**src/rtl/gbnms_pkg.sv**
```systemverilog
// Shared types and constants for the greedy box NMS unit.
// Used by the top level and its checker; no dependencies.
package gbnms_pkg;

  localparam int KeptDepthDefault = 32;
  localparam int MaxMerges        = 32;
  localparam int MergeCntW        = 6;

  localparam int CoordW = 13;
  localparam int SizeW  = 12;
  localparam int ScoreW = 16;
  localparam int LabelW = 5;
  localparam int SlotW  = 5;
  localparam int AreaW  = 24;
  localparam int UniW   = 26;
  localparam int ThrW   = 16;
  localparam int ProdW  = ThrW + UniW;

  localparam int InDataW  = 72;
  localparam int OutDataW = 8;
  localparam int CfgIdxW  = 2;

  localparam logic [ThrW-1:0] NmsThrReset   = 16'd19661;
  localparam logic [ThrW-1:0] MergeIouReset = 16'd58982;
  localparam logic [ThrW-1:0] MergeGapReset = 16'd9830;

  typedef enum logic [CfgIdxW-1:0] {
    CFG_NMS_THR   = 2'd0,
    CFG_MERGE_IOU = 2'd1,
    CFG_MERGE_GAP = 2'd2
  } cfg_idx_t;

  typedef enum logic [3:0] {
    S_IDLE,
    S_AREA,
    S_READ,
    S_GEO,
    S_INTER,
    S_BAREA,
    S_THR,
    S_MRG,
    S_FINAL
  } state_t;

  // one kept detection as stored in the RAM
  typedef struct packed {
    logic [LabelW-1:0] label;  // color[4:3], class[2:0]
    logic [ScoreW-1:0] score;
    logic [SizeW-1:0]  h;
    logic [SizeW-1:0]  w;
    logic [CoordW-1:0] y;
    logic [CoordW-1:0] x;
  } kept_entry_t;

endpackage

```
**src/rtl/greedy_box_nms_with_merge_unit.sv**
```systemverilog
// Greedy box NMS with merge notices: top level, sequencer and shared multiplier.
// Depends on gbnms_pkg and gbnms_ram.
// Flow: a detection is taken only in idle; after its area, every box kept so far in the
//   frame (0..KEPT_DEPTH) is compared in turn, and output stalls can hold the walk.
//   Each kept box needs one RAM read and four passes through the one 16x26 multiplier.
// Reset (rst, synchronous): empties the kept store, loads register defaults,
//   drops any pending output. Stored box contents are not cleared.
module greedy_box_nms_with_merge_unit #(
  parameter int KEPT_DEPTH = gbnms_pkg::KeptDepthDefault
) (
  input  logic                              clk,
  input  logic                              rst,
  // detection input
  input  logic                              s_tvalid,
  output logic                              s_tready,
  // [12:0] box_x, [25:13] box_y, [37:26] box_w, [49:38] box_h,
  // [65:50] score, [68:66] class_id, [70:69] color_id, [71] zero
  input  logic [gbnms_pkg::InDataW-1:0]     s_tdata,
  input  logic                              s_tuser,   // frame_start
  // result output
  output logic                              m_tvalid,
  input  logic                              m_tready,
  // [4:0] slot, [5] kept, [6] store_full, [7] zero
  output logic [gbnms_pkg::OutDataW-1:0]    m_tdata,
  output logic                              m_tuser,   // is_merge
  output logic                              m_tlast,   // last
  // register writes
  input  logic                              cfg_valid,
  output logic                              cfg_ready,
  input  logic [gbnms_pkg::CfgIdxW-1:0]     cfg_index,
  input  logic [gbnms_pkg::ThrW-1:0]        cfg_data
);

  localparam int CNT_W = $clog2(KEPT_DEPTH + 1);
  localparam int IDX_W = KEPT_DEPTH > 1 ? $clog2(KEPT_DEPTH) : 1;
  localparam int ENT_W = $bits(gbnms_pkg::kept_entry_t);

  gbnms_pkg::state_t state, state_next;

  // configuration registers
  logic [gbnms_pkg::ThrW-1:0] nms_thr, mrg_iou, mrg_gap;

  // current detection
  logic signed [gbnms_pkg::CoordW-1:0] a_x, a_y;
  logic [gbnms_pkg::SizeW-1:0]         a_w, a_h;
  logic [gbnms_pkg::ScoreW-1:0]        a_score;
  logic [gbnms_pkg::LabelW-1:0]        a_label;
  logic [gbnms_pkg::AreaW-1:0]         area_a;

  // scan state
  logic [CNT_W-1:0]                    cnt, idx;
  logic [gbnms_pkg::MergeCntW-1:0]     merges;
  logic                                keep_flag;

  // per-comparison work registers
  logic [gbnms_pkg::SizeW-1:0]         dx, dy;
  logic [gbnms_pkg::AreaW-1:0]         inter;
  logic [gbnms_pkg::UniW-1:0]          uni;
  logic                                over_r;

  // kept store
  gbnms_pkg::kept_entry_t              rd_ent, wr_ent;
  logic [ENT_W-1:0]                    rd_raw;
  logic                                ram_we, ram_re;

  // shared multiplier
  logic [gbnms_pkg::ThrW-1:0]          mul_a;
  logic [gbnms_pkg::UniW-1:0]          mul_b;
  logic [gbnms_pkg::ProdW-1:0]         prod;
  logic [gbnms_pkg::ProdW-1:0]         inter_sh;

  // geometry
  logic signed [gbnms_pkg::CoordW-1:0] b_x, b_y, x1, y1;
  logic signed [gbnms_pkg::CoordW:0]   a_r, a_b, b_r, b_b, x2, y2;
  logic signed [gbnms_pkg::CoordW+1:0] dxs, dys;

  // decisions
  logic                                zero_uni, mrg_iou_hit, sup, merge_hit;
  logic [gbnms_pkg::ScoreW-1:0]        sdiff;
  logic                                out_free, can_store;
  logic                                load_merge, load_final;
  logic [CNT_W-1:0]                    idx_inc;

  assign cfg_ready = 1'b1;
  assign s_tready  = (state == gbnms_pkg::S_IDLE);

  // register writes; unknown indexes fall through
  always_ff @(posedge clk) begin
    if (rst) begin
      nms_thr <= gbnms_pkg::NmsThrReset;
      mrg_iou <= gbnms_pkg::MergeIouReset;
      mrg_gap <= gbnms_pkg::MergeGapReset;
    end else if (cfg_valid) begin
      case (cfg_index)
        gbnms_pkg::CFG_NMS_THR:   nms_thr <= cfg_data;
        gbnms_pkg::CFG_MERGE_IOU: mrg_iou <= cfg_data;
        gbnms_pkg::CFG_MERGE_GAP: mrg_gap <= cfg_data;
        default: ;
      endcase
    end
  end

  // ---------------------------------------------------------------------------
  // Kept store
  // ---------------------------------------------------------------------------
  assign ram_re = (state == gbnms_pkg::S_READ);
  assign rd_ent = gbnms_pkg::kept_entry_t'(rd_raw);

  always_comb begin
    wr_ent.x     = a_x;
    wr_ent.y     = a_y;
    wr_ent.w     = a_w;
    wr_ent.h     = a_h;
    wr_ent.score = a_score;
    wr_ent.label = a_label;
  end

  gbnms_ram #(
    .WIDTH (ENT_W),
    .DEPTH (KEPT_DEPTH)
  ) u_store (
    .clk   (clk),
    .we    (ram_we),
    .waddr (cnt[IDX_W-1:0]),
    .wdata (wr_ent),
    .re    (ram_re),
    .raddr (idx[IDX_W-1:0]),
    .rdata (rd_raw)
  );

  // ---------------------------------------------------------------------------
  // Shared multiplier: area, intersection, kept area, then both thresholds
  // ---------------------------------------------------------------------------
  always_comb begin
    mul_a = '0;
    mul_b = '0;
    unique case (state)
      gbnms_pkg::S_AREA: begin
        mul_a = {4'b0, a_w};
        mul_b = {14'b0, a_h};
      end
      gbnms_pkg::S_INTER: begin
        mul_a = {4'b0, dx};
        mul_b = {14'b0, dy};
      end
      gbnms_pkg::S_BAREA: begin
        mul_a = {4'b0, rd_ent.w};
        mul_b = {14'b0, rd_ent.h};
      end
      gbnms_pkg::S_THR: begin
        mul_a = nms_thr;
        mul_b = uni;
      end
      gbnms_pkg::S_MRG: begin
        mul_a = mrg_iou;
        mul_b = uni;
      end
      default: ;
    endcase
  end

  assign prod     = mul_a * mul_b;
  assign inter_sh = {2'b0, inter, 16'b0};   // inter * 65536

  // ---------------------------------------------------------------------------
  // Overlap geometry against the kept box just read
  // ---------------------------------------------------------------------------
  always_comb begin
    b_x = $signed(rd_ent.x);
    b_y = $signed(rd_ent.y);
    a_r = {a_x[gbnms_pkg::CoordW-1], a_x} + $signed({2'b0, a_w});
    a_b = {a_y[gbnms_pkg::CoordW-1], a_y} + $signed({2'b0, a_h});
    b_r = {b_x[gbnms_pkg::CoordW-1], b_x} + $signed({2'b0, rd_ent.w});
    b_b = {b_y[gbnms_pkg::CoordW-1], b_y} + $signed({2'b0, rd_ent.h});
    x1  = (a_x > b_x) ? a_x : b_x;
    y1  = (a_y > b_y) ? a_y : b_y;
    x2  = (a_r < b_r) ? a_r : b_r;
    y2  = (a_b < b_b) ? a_b : b_b;
    dxs = {x2[gbnms_pkg::CoordW], x2} - {{2{x1[gbnms_pkg::CoordW-1]}}, x1};
    dys = {y2[gbnms_pkg::CoordW], y2} - {{2{y1[gbnms_pkg::CoordW-1]}}, y1};
  end

  // ---------------------------------------------------------------------------
  // Suppress / merge decision
  // ---------------------------------------------------------------------------
  assign zero_uni    = (uni == '0);
  assign mrg_iou_hit = inter_sh > prod;
  assign sup         = zero_uni || over_r;
  assign sdiff       = (a_score > rd_ent.score) ? a_score - rd_ent.score
                                                : rd_ent.score - a_score;
  assign merge_hit   = !zero_uni && over_r && mrg_iou_hit && (sdiff < mrg_gap) &&
                       (rd_ent.label == a_label) &&
                       (merges < gbnms_pkg::MergeCntW'(gbnms_pkg::MaxMerges));
  assign out_free    = !m_tvalid || m_tready;
  assign can_store   = keep_flag && (cnt < CNT_W'(KEPT_DEPTH));
  assign idx_inc     = idx + CNT_W'(1);

  // ---------------------------------------------------------------------------
  // Sequencer
  // ---------------------------------------------------------------------------
  always_ff @(posedge clk) begin
    if (rst) begin
      state <= gbnms_pkg::S_IDLE;
    end else begin
      state <= state_next;
    end
  end

  always_comb begin
    state_next = state;
    load_merge = 1'b0;
    load_final = 1'b0;
    ram_we     = 1'b0;
    unique case (state)
      gbnms_pkg::S_IDLE: begin
        if (s_tvalid) begin
          state_next = gbnms_pkg::S_AREA;
        end
      end
      gbnms_pkg::S_AREA: begin
        state_next = (cnt == '0) ? gbnms_pkg::S_FINAL : gbnms_pkg::S_READ;
      end
      gbnms_pkg::S_READ:  state_next = gbnms_pkg::S_GEO;
      gbnms_pkg::S_GEO:   state_next = gbnms_pkg::S_INTER;
      gbnms_pkg::S_INTER: state_next = gbnms_pkg::S_BAREA;
      gbnms_pkg::S_BAREA: state_next = gbnms_pkg::S_THR;
      gbnms_pkg::S_THR:   state_next = gbnms_pkg::S_MRG;
      gbnms_pkg::S_MRG: begin
        // a merge notice waits for room in the output register
        if (!merge_hit || out_free) begin
          load_merge = merge_hit;
          state_next = (idx_inc == cnt) ? gbnms_pkg::S_FINAL : gbnms_pkg::S_READ;
        end
      end
      gbnms_pkg::S_FINAL: begin
        if (out_free) begin
          load_final = 1'b1;
          ram_we     = can_store;
          state_next = gbnms_pkg::S_IDLE;
        end
      end
      default: state_next = gbnms_pkg::S_IDLE;
    endcase
  end

  // ---------------------------------------------------------------------------
  // Datapath
  // ---------------------------------------------------------------------------
  always_ff @(posedge clk) begin
    if (rst) begin
      cnt <= '0;
    end else if (state == gbnms_pkg::S_IDLE && s_tvalid && s_tuser) begin
      cnt <= '0;
    end else if (ram_we) begin
      cnt <= cnt + CNT_W'(1);
    end
  end

  always_ff @(posedge clk) begin
    unique case (state)
      gbnms_pkg::S_IDLE: begin
        a_x       <= $signed(s_tdata[12:0]);
        a_y       <= $signed(s_tdata[25:13]);
        a_w       <= s_tdata[37:26];
        a_h       <= s_tdata[49:38];
        a_score   <= s_tdata[65:50];
        a_label   <= s_tdata[70:66];
        idx       <= '0;
        merges    <= '0;
        keep_flag <= 1'b1;
      end
      gbnms_pkg::S_AREA:  area_a <= prod[gbnms_pkg::AreaW-1:0];
      gbnms_pkg::S_GEO: begin
        if (dxs > 0 && dys > 0) begin
          dx <= dxs[gbnms_pkg::SizeW-1:0];
          dy <= dys[gbnms_pkg::SizeW-1:0];
        end else begin
          dx <= '0;
          dy <= '0;
        end
      end
      gbnms_pkg::S_INTER: inter <= prod[gbnms_pkg::AreaW-1:0];
      gbnms_pkg::S_BAREA: begin
        // union never goes negative: inter is at most either area
        uni <= {2'b0, area_a} + {2'b0, prod[gbnms_pkg::AreaW-1:0]} - {2'b0, inter};
      end
      gbnms_pkg::S_THR:   over_r <= inter_sh > prod;
      gbnms_pkg::S_MRG: begin
        if (!merge_hit || out_free) begin
          idx <= idx_inc;
          if (sup) begin
            keep_flag <= 1'b0;
          end
          if (merge_hit) begin
            merges <= merges + gbnms_pkg::MergeCntW'(1);
          end
        end
      end
      default: ;
    endcase
  end

  // output register
  always_ff @(posedge clk) begin
    if (rst) begin
      m_tvalid <= 1'b0;
    end else if (load_merge || load_final) begin
      m_tvalid <= 1'b1;
    end else if (m_tready) begin
      m_tvalid <= 1'b0;
    end
  end

  always_ff @(posedge clk) begin
    if (load_merge) begin
      m_tuser <= 1'b1;
      m_tlast <= 1'b0;
      m_tdata <= {3'b000, gbnms_pkg::SlotW'(idx)};
    end else if (load_final) begin
      m_tuser <= 1'b0;
      m_tlast <= 1'b1;
      if (!keep_flag) begin
        m_tdata <= '0;
      end else if (can_store) begin
        m_tdata <= {2'b00, 1'b1, gbnms_pkg::SlotW'(cnt)};
      end else begin
        m_tdata <= {2'b01, 1'b1, gbnms_pkg::SlotW'(0)} | 8'h40;
      end
    end
  end

endmodule

```
**src/rtl/gbnms_ram.sv**
```systemverilog
// Generic single-port-write, single-port-read RAM with registered read.
// No dependencies.
module gbnms_ram #(
  parameter int WIDTH = 8,
  parameter int DEPTH = 32
) (
  input  logic                                     clk,
  input  logic                                     we,
  input  logic [(DEPTH > 1 ? $clog2(DEPTH) : 1)-1:0] waddr,
  input  logic [WIDTH-1:0]                         wdata,
  input  logic                                     re,
  input  logic [(DEPTH > 1 ? $clog2(DEPTH) : 1)-1:0] raddr,
  output logic [WIDTH-1:0]                         rdata
);

  logic [WIDTH-1:0] mem [DEPTH];

  always_ff @(posedge clk) begin
    if (we) begin
      mem[waddr] <= wdata;
    end
    if (re) begin
      rdata <= mem[raddr];
    end
  end

endmodule

```
**config.mk**
```make
export PLATFORM = sky130hd
export DESIGN_NAME = greedy_box_nms_with_merge_unit
export DESIGN_NICKNAME = d
export VERILOG_FILES = /design/src/rtl/gbnms_pkg.sv /design/src/rtl/greedy_box_nms_with_merge_unit.sv /design/src/rtl/gbnms_ram.sv
export SDC_FILE = /design/constraint.sdc
export NUM_CORES = 2
export LEC_CHECK = 0
export BUFFER_PORTS_ARGS = -buffer_cell sky130_fd_sc_hd__buf_2
export CAP_MARGIN = 20
export CORE_MARGIN = 3
export CORE_UTILIZATION = 52
export DETAILED_ROUTE_END_ITERATION = 12
export GPL_TIMING_DRIVEN = 0
export PLACE_DENSITY = 0.68
export SLEW_MARGIN = 20
export SYNTH_ARGS = -nofsm -noshare
export SYNTH_HDL_FRONTEND = slang
export SYNTH_SLANG_ARGS = --single-unit
```
**constraint.sdc**
```tcl
create_clock -name clk -period 13.4 [get_ports clk]
set_input_delay 2.68 -clock clk [delete_from_list [all_inputs] [get_ports clk]]
set_output_delay 2.68 -clock clk [all_outputs]
set_load 0.005 [all_outputs]
```
==> summary by stage <==
Logic synthesis
Dividing the synthesized area by the synthesized cell count gives 17.3 um^2. The sequential area share after synthesis is 64.1%. The post-synth design cell area is ~0.12 mm^2. In this run, distinct cell masters in the synthesized netlist total 89. Counting flops with a built-in enable in the synthesized netlist gives 2531. The fraction of registers with async set or reset after synthesis is 0%.

The net count after synthesis is roughly 7800. Synthesis produced a netlist whose cell count is 6981. Of the post-synthesis cell area, the dominant cell type holds 63.0%. The flip-flop cell with the highest count after synthesis is sky130_fd_sc_hd__edfxtp_1. The number of warnings printed during yosys synthesis is 0. Ranked by total cell area, the synthesized netlist is headed by sky130_fd_sc_hd__edfxtp_1 63%, sky130_fd_sc_hd__mux4_2 13%, sky130_fd_sc_hd__fa_1 6.1%. The cell type contributing the most total cell area after synthesis is sky130_fd_sc_hd__edfxtp_1. The flip-flop and latch count after synthesis is between 2000 and 3000.

Global routing
The number of global-route vias before repair is ~69000. The global-route wire length before repair is 486000 um. The global-route total usage across every layer is approximately 29%. The leftover overflow at the end of global routing is 0. The maximum number of pins on one net before global-route repair is 48. The number of antenna violations at the first check in global routing is 14.

Setup path
The classification of the worst setup path is reg2reg. The delay of the slowest critical-path stage is 710 ps. Of all nets on the critical path, the largest fanout is 10.

The worst register-to-register path has a setup slack of 350 ps. The data required time at the worst endpoint is 13940 ps. The worst reg2reg path depth is 38. The cell that appears most often on the critical path is sky130_fd_sc_hd__fa_1. The capturing element type of the critical path is a flip-flop.

The sort of element at the start of the critical path is a flip-flop. The signal arrival time at the worst endpoint is 13590 ps. The worst register-to-register path begins at state[3].

The critical-path cell with the highest stage delay is sky130_fd_sc_hd__nand3_1. The end of the worst register-to-register path is idx[3].

Clock network
Clock-pin slew was measured on the worst setup and hold paths at 60 ps. In this run the deepest clock path goes through 3 buffers. At the later pin of the worst-skew pair, clock insertion delay measures about 900 ps. The number of clock sinks is roughly 2600. TritonCTS built the clock tree.

CTS built an H-tree with a depth of 4. Buffers inserted during clock tree synthesis total around 230. The root buffer cell is sky130_fd_sc_hd__clkbuf_16.

The total of hold buffers inserted after clock tree synthesis is 0.

Floorplan
Pin placement for this block handled 109 I/O pins. The overall die height is 487 um. For this configuration, the core starts out at a cell density of 52.3%.

The horizontal extent of the die is 487 um. The die covers 0.238 mm^2. The site row count is 176. The total core area is between 0.2 and 0.25 mm^2.

STA
Setup repair after global routing left no endpoint under its margin. The maximum clock frequency is between 0.07 and 0.08 GHz. The total negative slack for setup checks is 0 ps. The clock arrives with approximately 53 ps of skew. The post-route worst setup slack is roughly 350 ps. The smallest clock period supported by the final layout is computed as between 10000 and 15000 ps. The transition time at the pin with the least slew margin is 1170 ps. The relative slew slack is 22.3%.

The max-slew violation count was 0. The share of the clock period used by the worst path is between 90% and 100%. Setup violations remaining at the end of the flow were counted as 0. The final hold violation count is 0.

Pwr
Power spread over the standard cell area amounts to 169 mW/mm^2. The reported net switching power is 7.22 mW. For this design the static power due to leakage is between 40 and 50 nW. The combinational power share is between 20% and 30%. The clock share of power is 28.4%. Sequential cells burn 42.7% of the power. The internal portion of the total power is 16.0 mW. Of the total power, the share spent switching nets is between 30% and 40%. Across the VDD grid, the largest voltage drop is ~150 uV.

Final layout
Leaving out fill and tap cells, the most frequent cells in the layout are 2531 x sky130_fd_sc_hd__edfxtp_1, 710 x sky130_fd_sc_hd__mux4_2, 575 x sky130_fd_sc_hd__inv_1. The share of the core filled with cells is 59.6%. Of the cells placed in the final design, the portion with a size suffix greater than 1 is 20.8%. The leading cell type in the layout, fill and taps excluded is sky130_fd_sc_hd__edfxtp_1. After the flow finishes, the layout carries non-filler instances totaling around 11000.

In the final layout, the multi-input gates occupy 0.0402 mm^2. The net count of the finished layout is 8352. The area of all sequential standard cells is 0.0773 mm^2. The area added between synthesis and finish is 13.9%. The layout has 16700 filler cells.

Routing
The number of detailed-route iterations in the first pass is 7. After detailed routing, the number of remaining DRC violations is 0. The total detailed-routing wirelength is 337000 um. In this run the remaining antenna-violating nets after routing total 0.

The routed layout has 67900 vias. In the final routed layout, each cell accounts on average for ~31 um. The vias per cell is 6.29. For this block, the initial DRC count from the detailed router was 8195.

Hold path
For hold timing, the worst endpoint is mrg_gap[12]. The path class of the tightest hold or removal check is reg2reg. In this run the most critical hold path is launched from mrg_gap[12]. The number of instances on the worst hold path is 2.

Placement
In this run, placement finished with an instance count of about 10000. Input and output buffers added on the ports amount to 104. The HPWL after detailed placement is 241000 um. The setup slack at placement is -203 ps. The last weighted congestion value of the routability-driven placer is around 0.94.

Status
The flow ran to the end, and the final reports show no timing, DRC or antenna violations.

Run
The max-cap check violation count is 0.
==> logic make-up after synthesis <==
logic type	count (synthesis)	share of synthesized area [%]
AO/OA/AOI/OAI	625	3.49
XOR/XNOR	151	1.10
adder cells (fa/ha/maj)	709	9.64
buffers and inverters	882	2.77
flip-flops	2594	64.1
multiplexers	841	14.4
other	2	0.00623
AND/OR/NAND/NOR	1177	4.47
==> per-layer routing <==
layer,track usage [%],share of wire (%)
met5,0,0.0080
met1,38.7,38
met4,10.4,4.1
met3,5.39,9.0
met2,46.9,49
==> how the worst max path moves through the flow <==
stage	startpoint	endpoint	slack (ps)
after floorplan	state[3]	merges[0]	2970
after global placement	state[1]	idx[5]	-1800
after detailed placement	state[1]	idx[3]	-200
after CTS	state[0]	idx[3]	250
after global routing	state[1]	idx[3]	10
final	state[3]	idx[3]	350
==> power groups by stage <==
stage	clock, mW	combinational, mW	sequential (mW)
6_report	6.60	6.69	9.92
5_1_grt	6.98	7.13	9.96
4_1_cts	6.67	6.44	10.1
3_5_place_dp	0	6.39	10.2
3_3_place_gp	0	6.04	10.3
2_1_floorplan	0	4.14	10.1
==> Yosys cell counts, types with 39 or more instances <==
cell type / instances
sky130_fd_sc_hd__edfxtp_1: 2531
sky130_fd_sc_hd__mux4_2: 710
sky130_fd_sc_hd__inv_1: 576
sky130_fd_sc_hd__nand2_1: 502
sky130_fd_sc_hd__fa_1: 366
sky130_fd_sc_hd__ha_1: 343
sky130_fd_sc_hd__nor2_1: 283
sky130_fd_sc_hd__clkbuf_1: 225
sky130_fd_sc_hd__a21oi_1: 165
sky130_fd_sc_hd__a21o_1: 98
sky130_fd_sc_hd__o21ai_0: 87
sky130_fd_sc_hd__mux2_2: 80
sky130_fd_sc_hd__xnor2_1: 77
sky130_fd_sc_hd__xor2_1: 73
sky130_fd_sc_hd__buf_1: 66
sky130_fd_sc_hd__dfxtp_1: 63
sky130_fd_sc_hd__a22oi_1: 53
sky130_fd_sc_hd__nor3_1: 52
sky130_fd_sc_hd__mux2i_1: 50
sky130_fd_sc_hd__nand3_1: 49
sky130_fd_sc_hd__and2_1: 46
sky130_fd_sc_hd__or3_1: 41
sky130_fd_sc_hd__and3_1: 39
==> through the flow <==
step,instance area [um^2],hold WS [ps],total power [mW]
2_1_floorplan,121000,436,14.2
3_3_place_gp,125000,447,16.4
3_5_place_dp,129000,453,16.6
4_1_cts,137000,464,23.2
5_1_grt,137000,493,24.1
6_report,137000,468,23.2
==> layout make-up <==
| cell class | count | share of cell area, % |
|---|---|---|
| clock inverters | 133 | 0.978 |
| flip-flops and latches | 2594 | 56.3 |
| inverters | 577 | 1.58 |
| well taps | 3026 | 2.76 |
| clock buffers | 303 | 4.51 |
| diodes | 13 | 0.0237 |
| repair buffers | 331 | 3.66 |
| multi-input cells | 3505 | 29.3 |
| plain buffers | 305 | 0.926 |
==> critical path, delay by kind of cell, from the launching register on <==
kind / cells / cell delay (ps)
buf+inv: 7 / 1630
flops: 1 / 420
simple gates: 15 / 3500
fa+ha+maj: 8 / 3780
mux: 1 / 690
compound gates: 7 / 2630
==> registers in the layout, indices dropped and copies added, names as in the netlist, 4 cells and up <==
| name | cells |
|---|---|
| a_score | 16 |
| u_store.rdata | 71 |
| uni | 26 |
| a_w | 12 |
| mrg_gap | 16 |
| idx | 6 |
| cnt | 6 |
| dx | 12 |
| state | 4 |
| a_x | 13 |
| a_h | 12 |
| area_a | 24 |
| nms_thr | 16 |
| m_tdata | 7 |
| u_store.mem | 2272 |
| dy | 12 |
| merges | 6 |
| a_label | 5 |
| a_y | 13 |
| inter | 24 |
| mrg_iou | 16 |
==> what timing repair did <==
| action | CTS | global route |
|---|---|---|
| gates resized for setup | 5 | 10 |
| setup endpoints to repair | 9 | 25 |
| setup buffers | 0 | 1 |
| pin swaps | 0 | 1 |
Power figures use the tool's default switching activity.
